### src/design/cew_pkg.sv
// Shared types, codes and helpers for the check-in escalation watchdog.
package cew_pkg;

  localparam int unsigned TimeW  = 32;
  localparam int unsigned CountW = 8;
  localparam int unsigned HoursW = 8;
  localparam int unsigned CfgW   = 32;

  localparam logic [TimeW-1:0]  CheckinIntervalRst = 32'd43200;
  localparam logic [TimeW-1:0]  PanicDelayRst      = 32'd300;
  localparam logic [TimeW-1:0]  NoticeDelayRst     = 32'd120;
  localparam logic [CountW-1:0] NoticeLimitRst     = 8'd2;

  localparam logic [HoursW-1:0] MaxSuspendHours = 8'd24;
  localparam logic [16:0]       SecPerHour      = 17'd3600;

  typedef enum logic [1:0] {
    FUNC_TICK    = 2'd0,
    FUNC_CHECKIN = 2'd1,
    FUNC_RESET   = 2'd2,
    FUNC_SUSPEND = 2'd3
  } cew_func_e;

  typedef enum logic [1:0] {
    CFG_CHECKIN_INTERVAL = 2'd0,
    CFG_PANIC_DELAY      = 2'd1,
    CFG_NOTICE_DELAY     = 2'd2,
    CFG_NOTICE_LIMIT     = 2'd3
  } cew_cfg_idx_e;

  typedef struct packed {
    cew_func_e         func;
    logic [TimeW-1:0]  now_seconds;
    logic [HoursW-1:0] suspend_hours;
  } cew_req_t;

  typedef struct packed {
    logic checkin_missed;
    logic panic_fired;
    logic notice_fired;
    logic panic_mode;
  } cew_rsp_t;

  // Add two times, clamp at all ones instead of wrapping.
  function automatic logic [TimeW-1:0] cew_sat_add(input logic [TimeW-1:0] a,
                                                   input logic [TimeW-1:0] b);
    logic [TimeW:0] s;
    s = {1'b0, a} + {1'b0, b};
    return s[TimeW] ? {TimeW{1'b1}} : s[TimeW-1:0];
  endfunction

endpackage

### src/design/checkin_escalation_watchdog.sv
// Top level of the check-in escalation watchdog: request and result registers plus state.
// The watchdog takes one request per clock cycle while req_stall_o is low and returns one
// result per request: a request is first held in an input register, then all
// three escalation stages (check-in, panic, notice) are evaluated combinationally
// against the stored deadlines and the result lands in an output register. Throughput is one
// request per cycle unless the consumer stalls the output; a new
// request is taken while a finished result still waits, and req_stall_o rises only when
// both registers are full and the consumer stalls. Each deadline sum saturates at all
// ones, so an armed stage is never disarmed by overflow. Configuration registers take
// effect on the next evaluated request and must be written only while the block is idle.
module checkin_escalation_watchdog (
  input  logic                      clk_i,
  input  logic                      rst_ni,
  input  logic                      req_valid_i,
  output logic                      req_stall_o,
  input  cew_pkg::cew_req_t         req_i,
  output logic                      rsp_valid_o,
  input  logic                      rsp_stall_i,
  output cew_pkg::cew_rsp_t         rsp_o,
  input  logic                      cfg_we_i,
  input  cew_pkg::cew_cfg_idx_e     cfg_idx_i,
  input  logic [cew_pkg::CfgW-1:0]  cfg_wdata_i
);
  import cew_pkg::*;

  // Configuration registers.
  logic [TimeW-1:0]  checkin_interval_q, panic_delay_q, notice_delay_q;
  logic [CountW-1:0] notice_limit_q;

  // Watchdog state; a zero deadline means the stage is unarmed.
  logic [TimeW-1:0]  checkin_dl_q, checkin_dl_d;
  logic [TimeW-1:0]  panic_dl_q, panic_dl_d;
  logic [TimeW-1:0]  notice_dl_q, notice_dl_d;
  logic [TimeW-1:0]  suspend_end_q, suspend_end_d;
  logic [CountW-1:0] notice_cnt_q, notice_cnt_d;

  // Input and result registers.
  logic     in_valid_q, out_valid_q;
  cew_req_t in_q;
  cew_rsp_t out_q, out_d;

  logic out_free, in_adv, in_take;

  // Drain the input register whenever the result register is empty or being taken.
  assign out_free    = !out_valid_q || !rsp_stall_i;
  assign in_adv      = in_valid_q && out_free;
  assign req_stall_o = in_valid_q && !out_free;
  assign in_take     = req_valid_i && !req_stall_o;
  assign rsp_valid_o = out_valid_q;
  assign rsp_o       = out_q;

  // Shared sums against the current time.
  logic [TimeW-1:0]  now;
  logic [TimeW-1:0]  now_plus_ci, now_plus_pd, now_plus_nd, now_plus_susp;
  logic [4:0]        hours_eff;
  logic [16:0]       susp_secs;
  logic              suspended, c_fire, p_fire, n_fire;

  assign now         = in_q.now_seconds;
  assign now_plus_ci = cew_sat_add(now, checkin_interval_q);
  assign now_plus_pd = cew_sat_add(now, panic_delay_q);
  assign now_plus_nd = cew_sat_add(now, notice_delay_q);

  // Treat suspensions longer than a day as zero.
  assign hours_eff     = (in_q.suspend_hours > MaxSuspendHours) ? 5'd0
                                                                : in_q.suspend_hours[4:0];
  assign susp_secs     = 17'(hours_eff) * SecPerHour;
  assign now_plus_susp = cew_sat_add(now, 32'(susp_secs));

  // Stage firings. A stage that just armed its successor leaves that successor's
  // deadline at or after now, so the successor cannot fire in the same tick; only
  // the older deadlines need comparing.
  assign suspended = suspend_end_q > now;
  assign c_fire    = (checkin_dl_q != '0) && !suspended && (now > checkin_dl_q);
  assign p_fire    = !c_fire && (panic_dl_q != '0) && (now > panic_dl_q);
  assign n_fire    = !p_fire && (notice_dl_q != '0) && (now > notice_dl_q);

  always_comb begin
    checkin_dl_d  = checkin_dl_q;
    panic_dl_d    = panic_dl_q;
    notice_dl_d   = notice_dl_q;
    suspend_end_d = suspend_end_q;
    notice_cnt_d  = notice_cnt_q;
    out_d         = '0;

    unique case (in_q.func)
      FUNC_TICK: begin
        // Check-in stage: a running suspension pushes the deadline out.
        if (checkin_dl_q != '0) begin
          if (suspended) begin
            checkin_dl_d = suspend_end_q;
          end else begin
            suspend_end_d = '0;
          end
        end
        if (c_fire) begin
          checkin_dl_d = now_plus_ci;
          panic_dl_d   = now_plus_pd;
        end
        // Panic stage: re-arm itself and arm the notice stage.
        if (p_fire) begin
          panic_dl_d  = now_plus_ci;
          notice_dl_d = now_plus_nd;
        end
        // Notice stage: count, then start over from a fresh check-in window.
        if (n_fire) begin
          if (notice_cnt_q != {CountW{1'b1}}) begin
            notice_cnt_d = notice_cnt_q + 1'b1;
          end
          checkin_dl_d = now_plus_ci;
          panic_dl_d   = '0;
          notice_dl_d  = '0;
        end
        out_d.checkin_missed = c_fire;
        out_d.panic_fired    = p_fire;
        out_d.notice_fired   = n_fire;
      end
      FUNC_CHECKIN: begin
        checkin_dl_d = now_plus_ci;
        panic_dl_d   = '0;
        notice_dl_d  = '0;
      end
      FUNC_RESET: begin
        // Like a check-in, and also drop the notice history; keep the suspension.
        checkin_dl_d = now_plus_ci;
        panic_dl_d   = '0;
        notice_dl_d  = '0;
        notice_cnt_d = '0;
      end
      FUNC_SUSPEND: begin
        suspend_end_d = now_plus_susp;
      end
      default: begin
        checkin_dl_d = checkin_dl_q;
      end
    endcase

    out_d.panic_mode = notice_cnt_d > notice_limit_q;
  end

  // Configuration writes.
  always_ff @(posedge clk_i or negedge rst_ni) begin
    if (!rst_ni) begin
      checkin_interval_q <= CheckinIntervalRst;
      panic_delay_q      <= PanicDelayRst;
      notice_delay_q     <= NoticeDelayRst;
      notice_limit_q     <= NoticeLimitRst;
    end else if (cfg_we_i) begin
      unique case (cfg_idx_i)
        CFG_CHECKIN_INTERVAL: checkin_interval_q <= cfg_wdata_i[TimeW-1:0];
        CFG_PANIC_DELAY:      panic_delay_q      <= cfg_wdata_i[TimeW-1:0];
        CFG_NOTICE_DELAY:     notice_delay_q     <= cfg_wdata_i[TimeW-1:0];
        CFG_NOTICE_LIMIT:     notice_limit_q     <= cfg_wdata_i[CountW-1:0];
        default:              notice_limit_q     <= notice_limit_q;
      endcase
    end
  end

  // Watchdog state: advance once per evaluated request.
  always_ff @(posedge clk_i or negedge rst_ni) begin
    if (!rst_ni) begin
      checkin_dl_q  <= '0;
      panic_dl_q    <= '0;
      notice_dl_q   <= '0;
      suspend_end_q <= '0;
      notice_cnt_q  <= '0;
    end else if (in_adv) begin
      checkin_dl_q  <= checkin_dl_d;
      panic_dl_q    <= panic_dl_d;
      notice_dl_q   <= notice_dl_d;
      suspend_end_q <= suspend_end_d;
      notice_cnt_q  <= notice_cnt_d;
    end
  end

  // Handshake control.
  always_ff @(posedge clk_i or negedge rst_ni) begin
    if (!rst_ni) begin
      in_valid_q  <= 1'b0;
      out_valid_q <= 1'b0;
    end else begin
      if (in_take) begin
        in_valid_q <= 1'b1;
      end else if (in_adv) begin
        in_valid_q <= 1'b0;
      end
      if (in_adv) begin
        out_valid_q <= 1'b1;
      end else if (!rsp_stall_i) begin
        out_valid_q <= 1'b0;
      end
    end
  end

  // Payload registers: hold while stalled.
  always_ff @(posedge clk_i) begin
    if (in_take) begin
      in_q <= req_i;
    end
    if (in_adv) begin
      out_q <= out_d;
    end
  end

endmodule

### config.mk
export PLATFORM = sky130hd
export DESIGN_NAME = checkin_escalation_watchdog
export DESIGN_NICKNAME = d
export VERILOG_FILES = /design/src/design/cew_pkg.sv /design/src/design/checkin_escalation_watchdog.sv
export SDC_FILE = /design/constraint.sdc
export NUM_CORES = 1
export LEC_CHECK = 0
export ABC_AREA = 1
export ABC_CLOCK_PERIOD_IN_PS = 5230
export BUFFER_PORTS_ARGS = -buffer_cell sky130_fd_sc_hd__clkbuf_2
export CORE_MARGIN = 2
export CORE_UTILIZATION = 64
export DETAILED_ROUTE_END_ITERATION = 7
export PLACE_DENSITY = 0.82
export SYNTH_ARGS = -nofsm -noshare
export SYNTH_HDL_FRONTEND = slang
export SYNTH_SLANG_ARGS = --single-unit
### constraint.sdc
create_clock -name clk_i -period 5.23 [get_ports clk_i]
set_input_delay 0.2615 -clock clk_i [delete_from_list [all_inputs] [get_ports clk_i]]
set_output_delay 0.2615 -clock clk_i [all_outputs]
set_load 0.05 [all_outputs]
---- Yosys cells after proc, flatten, opt, wreduce, memory -nomap -nowiden ----
Index checks and enable logic that the tools add are counted.
word-level totals
  bits in registers ....................... 288
  input bits .............................. 81
  word-level logic and storage cells ...... 105
cells by class
  add/sub/neg operators ................... 5
  multipliers ............................. 1
  magnitude comparators ................... 6
  equal/unequal tests ..................... 14
  mux-type cells .......................... 27
  reduce and logical (&&, ||, !) cells .... 34
operator list
  cell                    number
  $mux W32                15
  $pmux W32 S2            4
  $gt A32 B32 Y1          4
  $add A32 B32 Y33        3
  $reduce_bool A32 Y1     3
  $add A32 B17 Y33        1
  $mux W8                 2
  $pmux W8 S2             1
  $mul A5 B8 Y13 const B  1
  $ne A4 B4 Y1 const B    3
  $logic_and A1 B1 Y1     9
  $add A8 B1 Y8 const B   1
  $eq A2 B2 Y1 const B    4
  $gt A8 B5 Y1 const B    1
  $gt A8 B8 Y1            1
  $ne A8 B8 Y1 const B    1
  $reduce_and A2 Y1       4
  $reduce_and A4 Y1       2
  $logic_not A1 Y1        7
  $reduce_and A3 Y1       2
  $reduce_bool A2 Y1      3
  $mux W5                 1
  $eq A2 B1 Y1 const B    2
  $logic_not A2 Y1        2
  6 further kinds         10

---- Longest topological paths before layout ----
  depth after elaboration ................. 13
  gate-level depth with buffers ........... 28
  gate-level depth less buffers ........... 27

---- Worst setup path before layout ----
Ideal clock, no wire load.
  kind .................................... reg-to-reg
  start ................................... reg in_q[0] (netlist name)
  end ..................................... reg suspend_end_q[31]
  library setup time ...................... 0.131 ns
  data arrival time ....................... 4.673 ns
  data required time ...................... 5.099 ns
  path slack .............................. 0.426 ns
  cell stages (with the launch flop) ...... 25
  buffers on the path ..................... 0
  period minus slack after synthesis ...... 4.804 ns
  cell sequence ........................... edfxtp_1 > o311ai_0 > and2_1 > inv_1 > nor2_1 > fa_1 > ha_1 > ha_1 > ha_1 > nand3_1 > nand3_1 > nand2_1 > nand2_1 > a21oi_1 > xor2_1 > ha_1 > nand2_1 > nor2_1 > nand4_1 > o21ai_0 > nand3b_1 > nor2_1 > nand3_1 > a21oi_1 > o22ai_1
between the ends
  cells in the longest elaborated chain, start to end .. 6
RTL lines
  what                      RTL line                            text
  start: declaration        checkin_escalation_watchdog.sv:39   cew_req_t in_q;
  start signal: assignment  checkin_escalation_watchdog.sv:198  in_q <= req_i;
  $gt A8 B5 Y1              checkin_escalation_watchdog.sv:65   assign hours_eff = (in_q.suspend_hours > MaxSuspendHours) ? 5'd0
  $mux W5 *                 checkin_escalation_watchdog.sv:65
  $mul A5 B8 Y13 *          checkin_escalation_watchdog.sv:67   assign susp_secs = 17'(hours_eff) * SecPerHour;
  $add A32 B17 Y33 *        cew_pkg.sv:48                       s = {1'b0, a} + {1'b0, b};
  $mux W32 *                cew_pkg.sv:49                       return s[TimeW] ? {TimeW{1'b1}} : s[TimeW-1:0];
  $pmux W32 S2 *            checkin_escalation_watchdog.sv:86   unique case (in_q.func)
  end signal: assignment    checkin_escalation_watchdog.sv:171  suspend_end_q <= suspend_end_d;
  end: declaration          checkin_escalation_watchdog.sv:34   logic [TimeW-1:0] suspend_end_q, suspend_end_d;
Every way passes the cells marked *; elsewhere a longest branch is shown, timed or not.
A chain may end at the register's enable or synchronous reset.

---- Worst setup path after layout ----
  start ................................... reg in_q[6] (netlist name)
  end ..................................... reg suspend_end_q[7]
between the ends
  cells in the longest elaborated chain, start to end .. 6
RTL lines
  what              RTL line
  $gt A8 B5 Y1      checkin_escalation_watchdog.sv:65
  $mux W5           checkin_escalation_watchdog.sv:65
  $mul A5 B8 Y13    checkin_escalation_watchdog.sv:67
  $add A32 B17 Y33  cew_pkg.sv:48
  $mux W32          cew_pkg.sv:49
  $pmux W32 S2      checkin_escalation_watchdog.sv:86
No other way between the ends.

==> metrics <==
Worst Tran Pin Value=around 1.2 ns; Net Switching=approximately 0.0051 W; nets=about 3700; Critical Path Start Type=flip-flop; Tmin final=~5 ns; CTS root buf=clkbuf_16; non-filler instance count after layout=roughly 3900; number of routed nets with antenna violations=0; relative slew slack=21.8%; sequential power share=29.3%; Sink Count=roughly 290; clk_skew=0.0306 ns; Final Hold Vio Count=0; grt total ovfl=0; number of global-route vias before repair=22766; TritonCTS clock tree=done; Pleak=around 13 nW; Chip Width=~190 um; Placed Instance Area=between 20000 and 25000 um^2; initial antenna violation count=0; Post-Place Cells=between 3000 and 4000; via count=around 23000; Clock power frac=around 23%; area of the multi-input gates=~14000 um^2; H-tree levels=2; routed len/inst=between 15 and 20 um; Top Ports=between 80 and 90; combinational power share=between 40 and 50%; critical path class=reg -> reg; # fillers=~2800; commonest non-fill, non-tap cells in the layout=nand2_1, inv_1, ha_1, o21ai_0, nor2_1; Max Clk Rate=~0.20 GHz; Setup violations, final=0; Primary FF master, synth=dfrtp_1; Core Area=between 30000 and 40000 um^2; crit end category=flip-flop; post-synthesis cell type count=54; Worst VDD drop=between 0.3 and 0.4 mV; Slew Viols, Final=0; Post-synth ARST share=a little over four fifths; most common cell after layout, fill and taps aside=nand2_1; EDFF count, synth=46; cell area after synthesis=between 20000 and 25000 um^2; GRT Overall Usage=around two fifths; IO Port Bufs=between 80 and 90; initial core utilization=65.0%; row cnt=69; worst hold path type=in -> reg; setup ws final=~0.24 ns; Sum Neg Setup Slack=0 ns; sequential fraction of the synthesis area=between 30% and 40%; post-route cell area=25800 um^2; post-synthesis cell count=about 3200; clk buf depth=3; Clock Latency Late Sink=roughly 0.57 ns; YS warnings=0; layout cells sized above 1=under 10%; largest net degree at the start of global routing=128; first-pass GRT wire length=121 mm; Layout Utilization=approximately 73%; die footprint=approximately 38000 um^2; Synth-to-Final Area Change=11.6%; Setup WS pre-CTS=0.0729 ns; Die Height=about 190 um; initial DRC count=approximately 2700; Detailed Route WL=between 70 and 80 mm; switch share=between 40% and 50%; Power Density=roughly 440 nW/um^2; DR vias/cell=between 6 and 7; register area=roughly 7500 um^2; Worst Path Arrival=5.39 ns; Worst EP required=5.63 ns; DP HPWL=around 56 mm; average size of a mapped cell=around 7.1 um^2; Final Cycle Share=95.4%; syn_nets=3599; Seq cells post-synth=288; Ant. Diodes=0; crit path max fanout=27; GP Congestion=around 1.0; Num CTS Buffers=36; Residual DRC=0; Worst-path clk slew=approximately 0.070 ns; max-cap violation count=0; status=complete, no violations; design internal power=about 0.0062 W; drt first pass iters=6
[state kept, by name (all words and copies together) (netlist names)]
register and count:
checkin_dl_q 32, checkin_interval_q 32, in_q 10, in_valid_q 1, notice_cnt_q 8, notice_delay_q 32, notice_dl_q 32, notice_limit_q 8
now 32, panic_delay_q 32, panic_dl_q 32, rsp_o 4, rsp_valid_o 1, suspend_end_q 32
[synth_stat cells, types with 33 or more instances]
master / count / area (um^2)
o21ai_1: 33 / 165
inv_1: 470 / 1760
ha_1: 267 / 3340
dfrtp_1: 228 / 5710
xor2_1: 56 / 490
edfxtp_1: 46 / 1380
o21ai_0: 244 / 1220
a21oi_1: 193 / 966
nor3_1: 34 / 170
nand3_1: 123 / 616
nor2_1: 235 / 882
clkbuf_1: 39 / 146
nand4_1: 130 / 813
nand2_1: 910 / 3420
[cell type report]
| cell class | instances | area share, % |
|---|---|---|
| Clock inverter | 20 | 0.775 |
| Multi-Input combinational cell | 2404 | 52.6 |
| Inverter | 475 | 6.92 |
| Timing Repair Buffer | 167 | 4.70 |
| Tap cell | 461 | 2.23 |
| Sequential cell | 288 | 28.9 |
| Clock buffer | 46 | 3.87 |
[critical path, stage by stage (launching register included)]
cell and delay, ns:
edfxtp_1 0.37, nor3_1 0.31, and2_4 0.22, inv_1 0.08
nor2_1 0.39, ha_1 0.33, ha_1 0.28, ha_1 0.18
inv_1 0.06, fa_1 0.40, o221ai_1 0.25, xor2_1 0.18
ha_1 0.29, a21oi_1 0.29, o21ai_0 0.14, a21oi_1 0.24
o21ai_4 0.13, nand2_2 0.11, nor2_2 0.06, buf_12 0.16
o21ai_0 0.24, o21ai_0 0.12
[metal layers]
| metal | up-vias | track usage (%) | wire length, um |
|---|---|---|---|
| met2 | 1339 | 62.3 | 33500 |
| met4 | 0 | 19.6 | 4080 |
| li1 | 10947 | - | - |
| met3 | 288 | 6.30 | 7220 |
| met5 | - | 0 | 0 |
| met1 | 10882 | 55.4 | 31500 |
[repair_timing]
| action | CTS | global route |
|---|---|---|
| gates resized for setup | 0 | 19 |
| hold buffers | 54 | 0 |
| endpoints found under the setup margin | 0 | 32 |
| buffers inserted | 0 | 2 |
| hold endpoints to repair | 170 | 0 |
[cell families (layout without fill, tap and decap cells)]
kind of cell               after synthesis  after routing  share of synthesized area (%)
AOI/OAI and AO/OA                      573            573                           13.5
xor gates and xnor gates                65             65                           2.46
adders and majority gates              274            274                           15.0
and+or+nand+nor                       1491           1491                           27.4
muxes                                    1              1                         0.0433
buffers and inverters                  552            708                           9.34
DFF                                    288            288                           32.2
[stage by stage]
step | hold WS [ns] | total power, W
6_report | 0.0106 | 0.0113
5_1_grt | 0.0317 | 0.0121
4_1_cts | 0.00121 | 0.0111
3_5_place_dp | 0.425 | 0.00845
3_3_place_gp | 0.408 | 0.00820
2_1_floorplan | -0.0341 | 0.00699
[power by group through the flow]
stage | combinational, W | clock [W] | sequential [W]
CTS | 0.00522 | 0.00259 | 0.00329
global placement | 0.00490 | 0 | 0.00330
finish | 0.00542 | 0.00259 | 0.00332
detailed placement | 0.00514 | 0 | 0.00332
global route | 0.00607 | 0.00268 | 0.00337
floorplan | 0.00380 | 0 | 0.00319
[path summary, 6_finish.rpt]
kind / endpoint / from / slack, ns / depth (start not counted)
hold / removal: checkin_interval_q[25] / cfg_wdata_i[25] / 0.01 / 3
setup reg to reg: suspend_end_q[7] / in_q[6] / 0.24 / 21
hold reg to reg: panic_dl_q[29] / panic_dl_q[29] / 0.48 / 2
min in group asynchronous: notice_delay_q[8] / rst_ni / 0.38 / 2
setup / recovery: suspend_end_q[7] / in_q[6] / 0.24 / 21
max in group asynchronous: panic_dl_q[28] / rst_ni / 3.57 / 3
No activity file was read; power rests on OpenSTA's default activity.
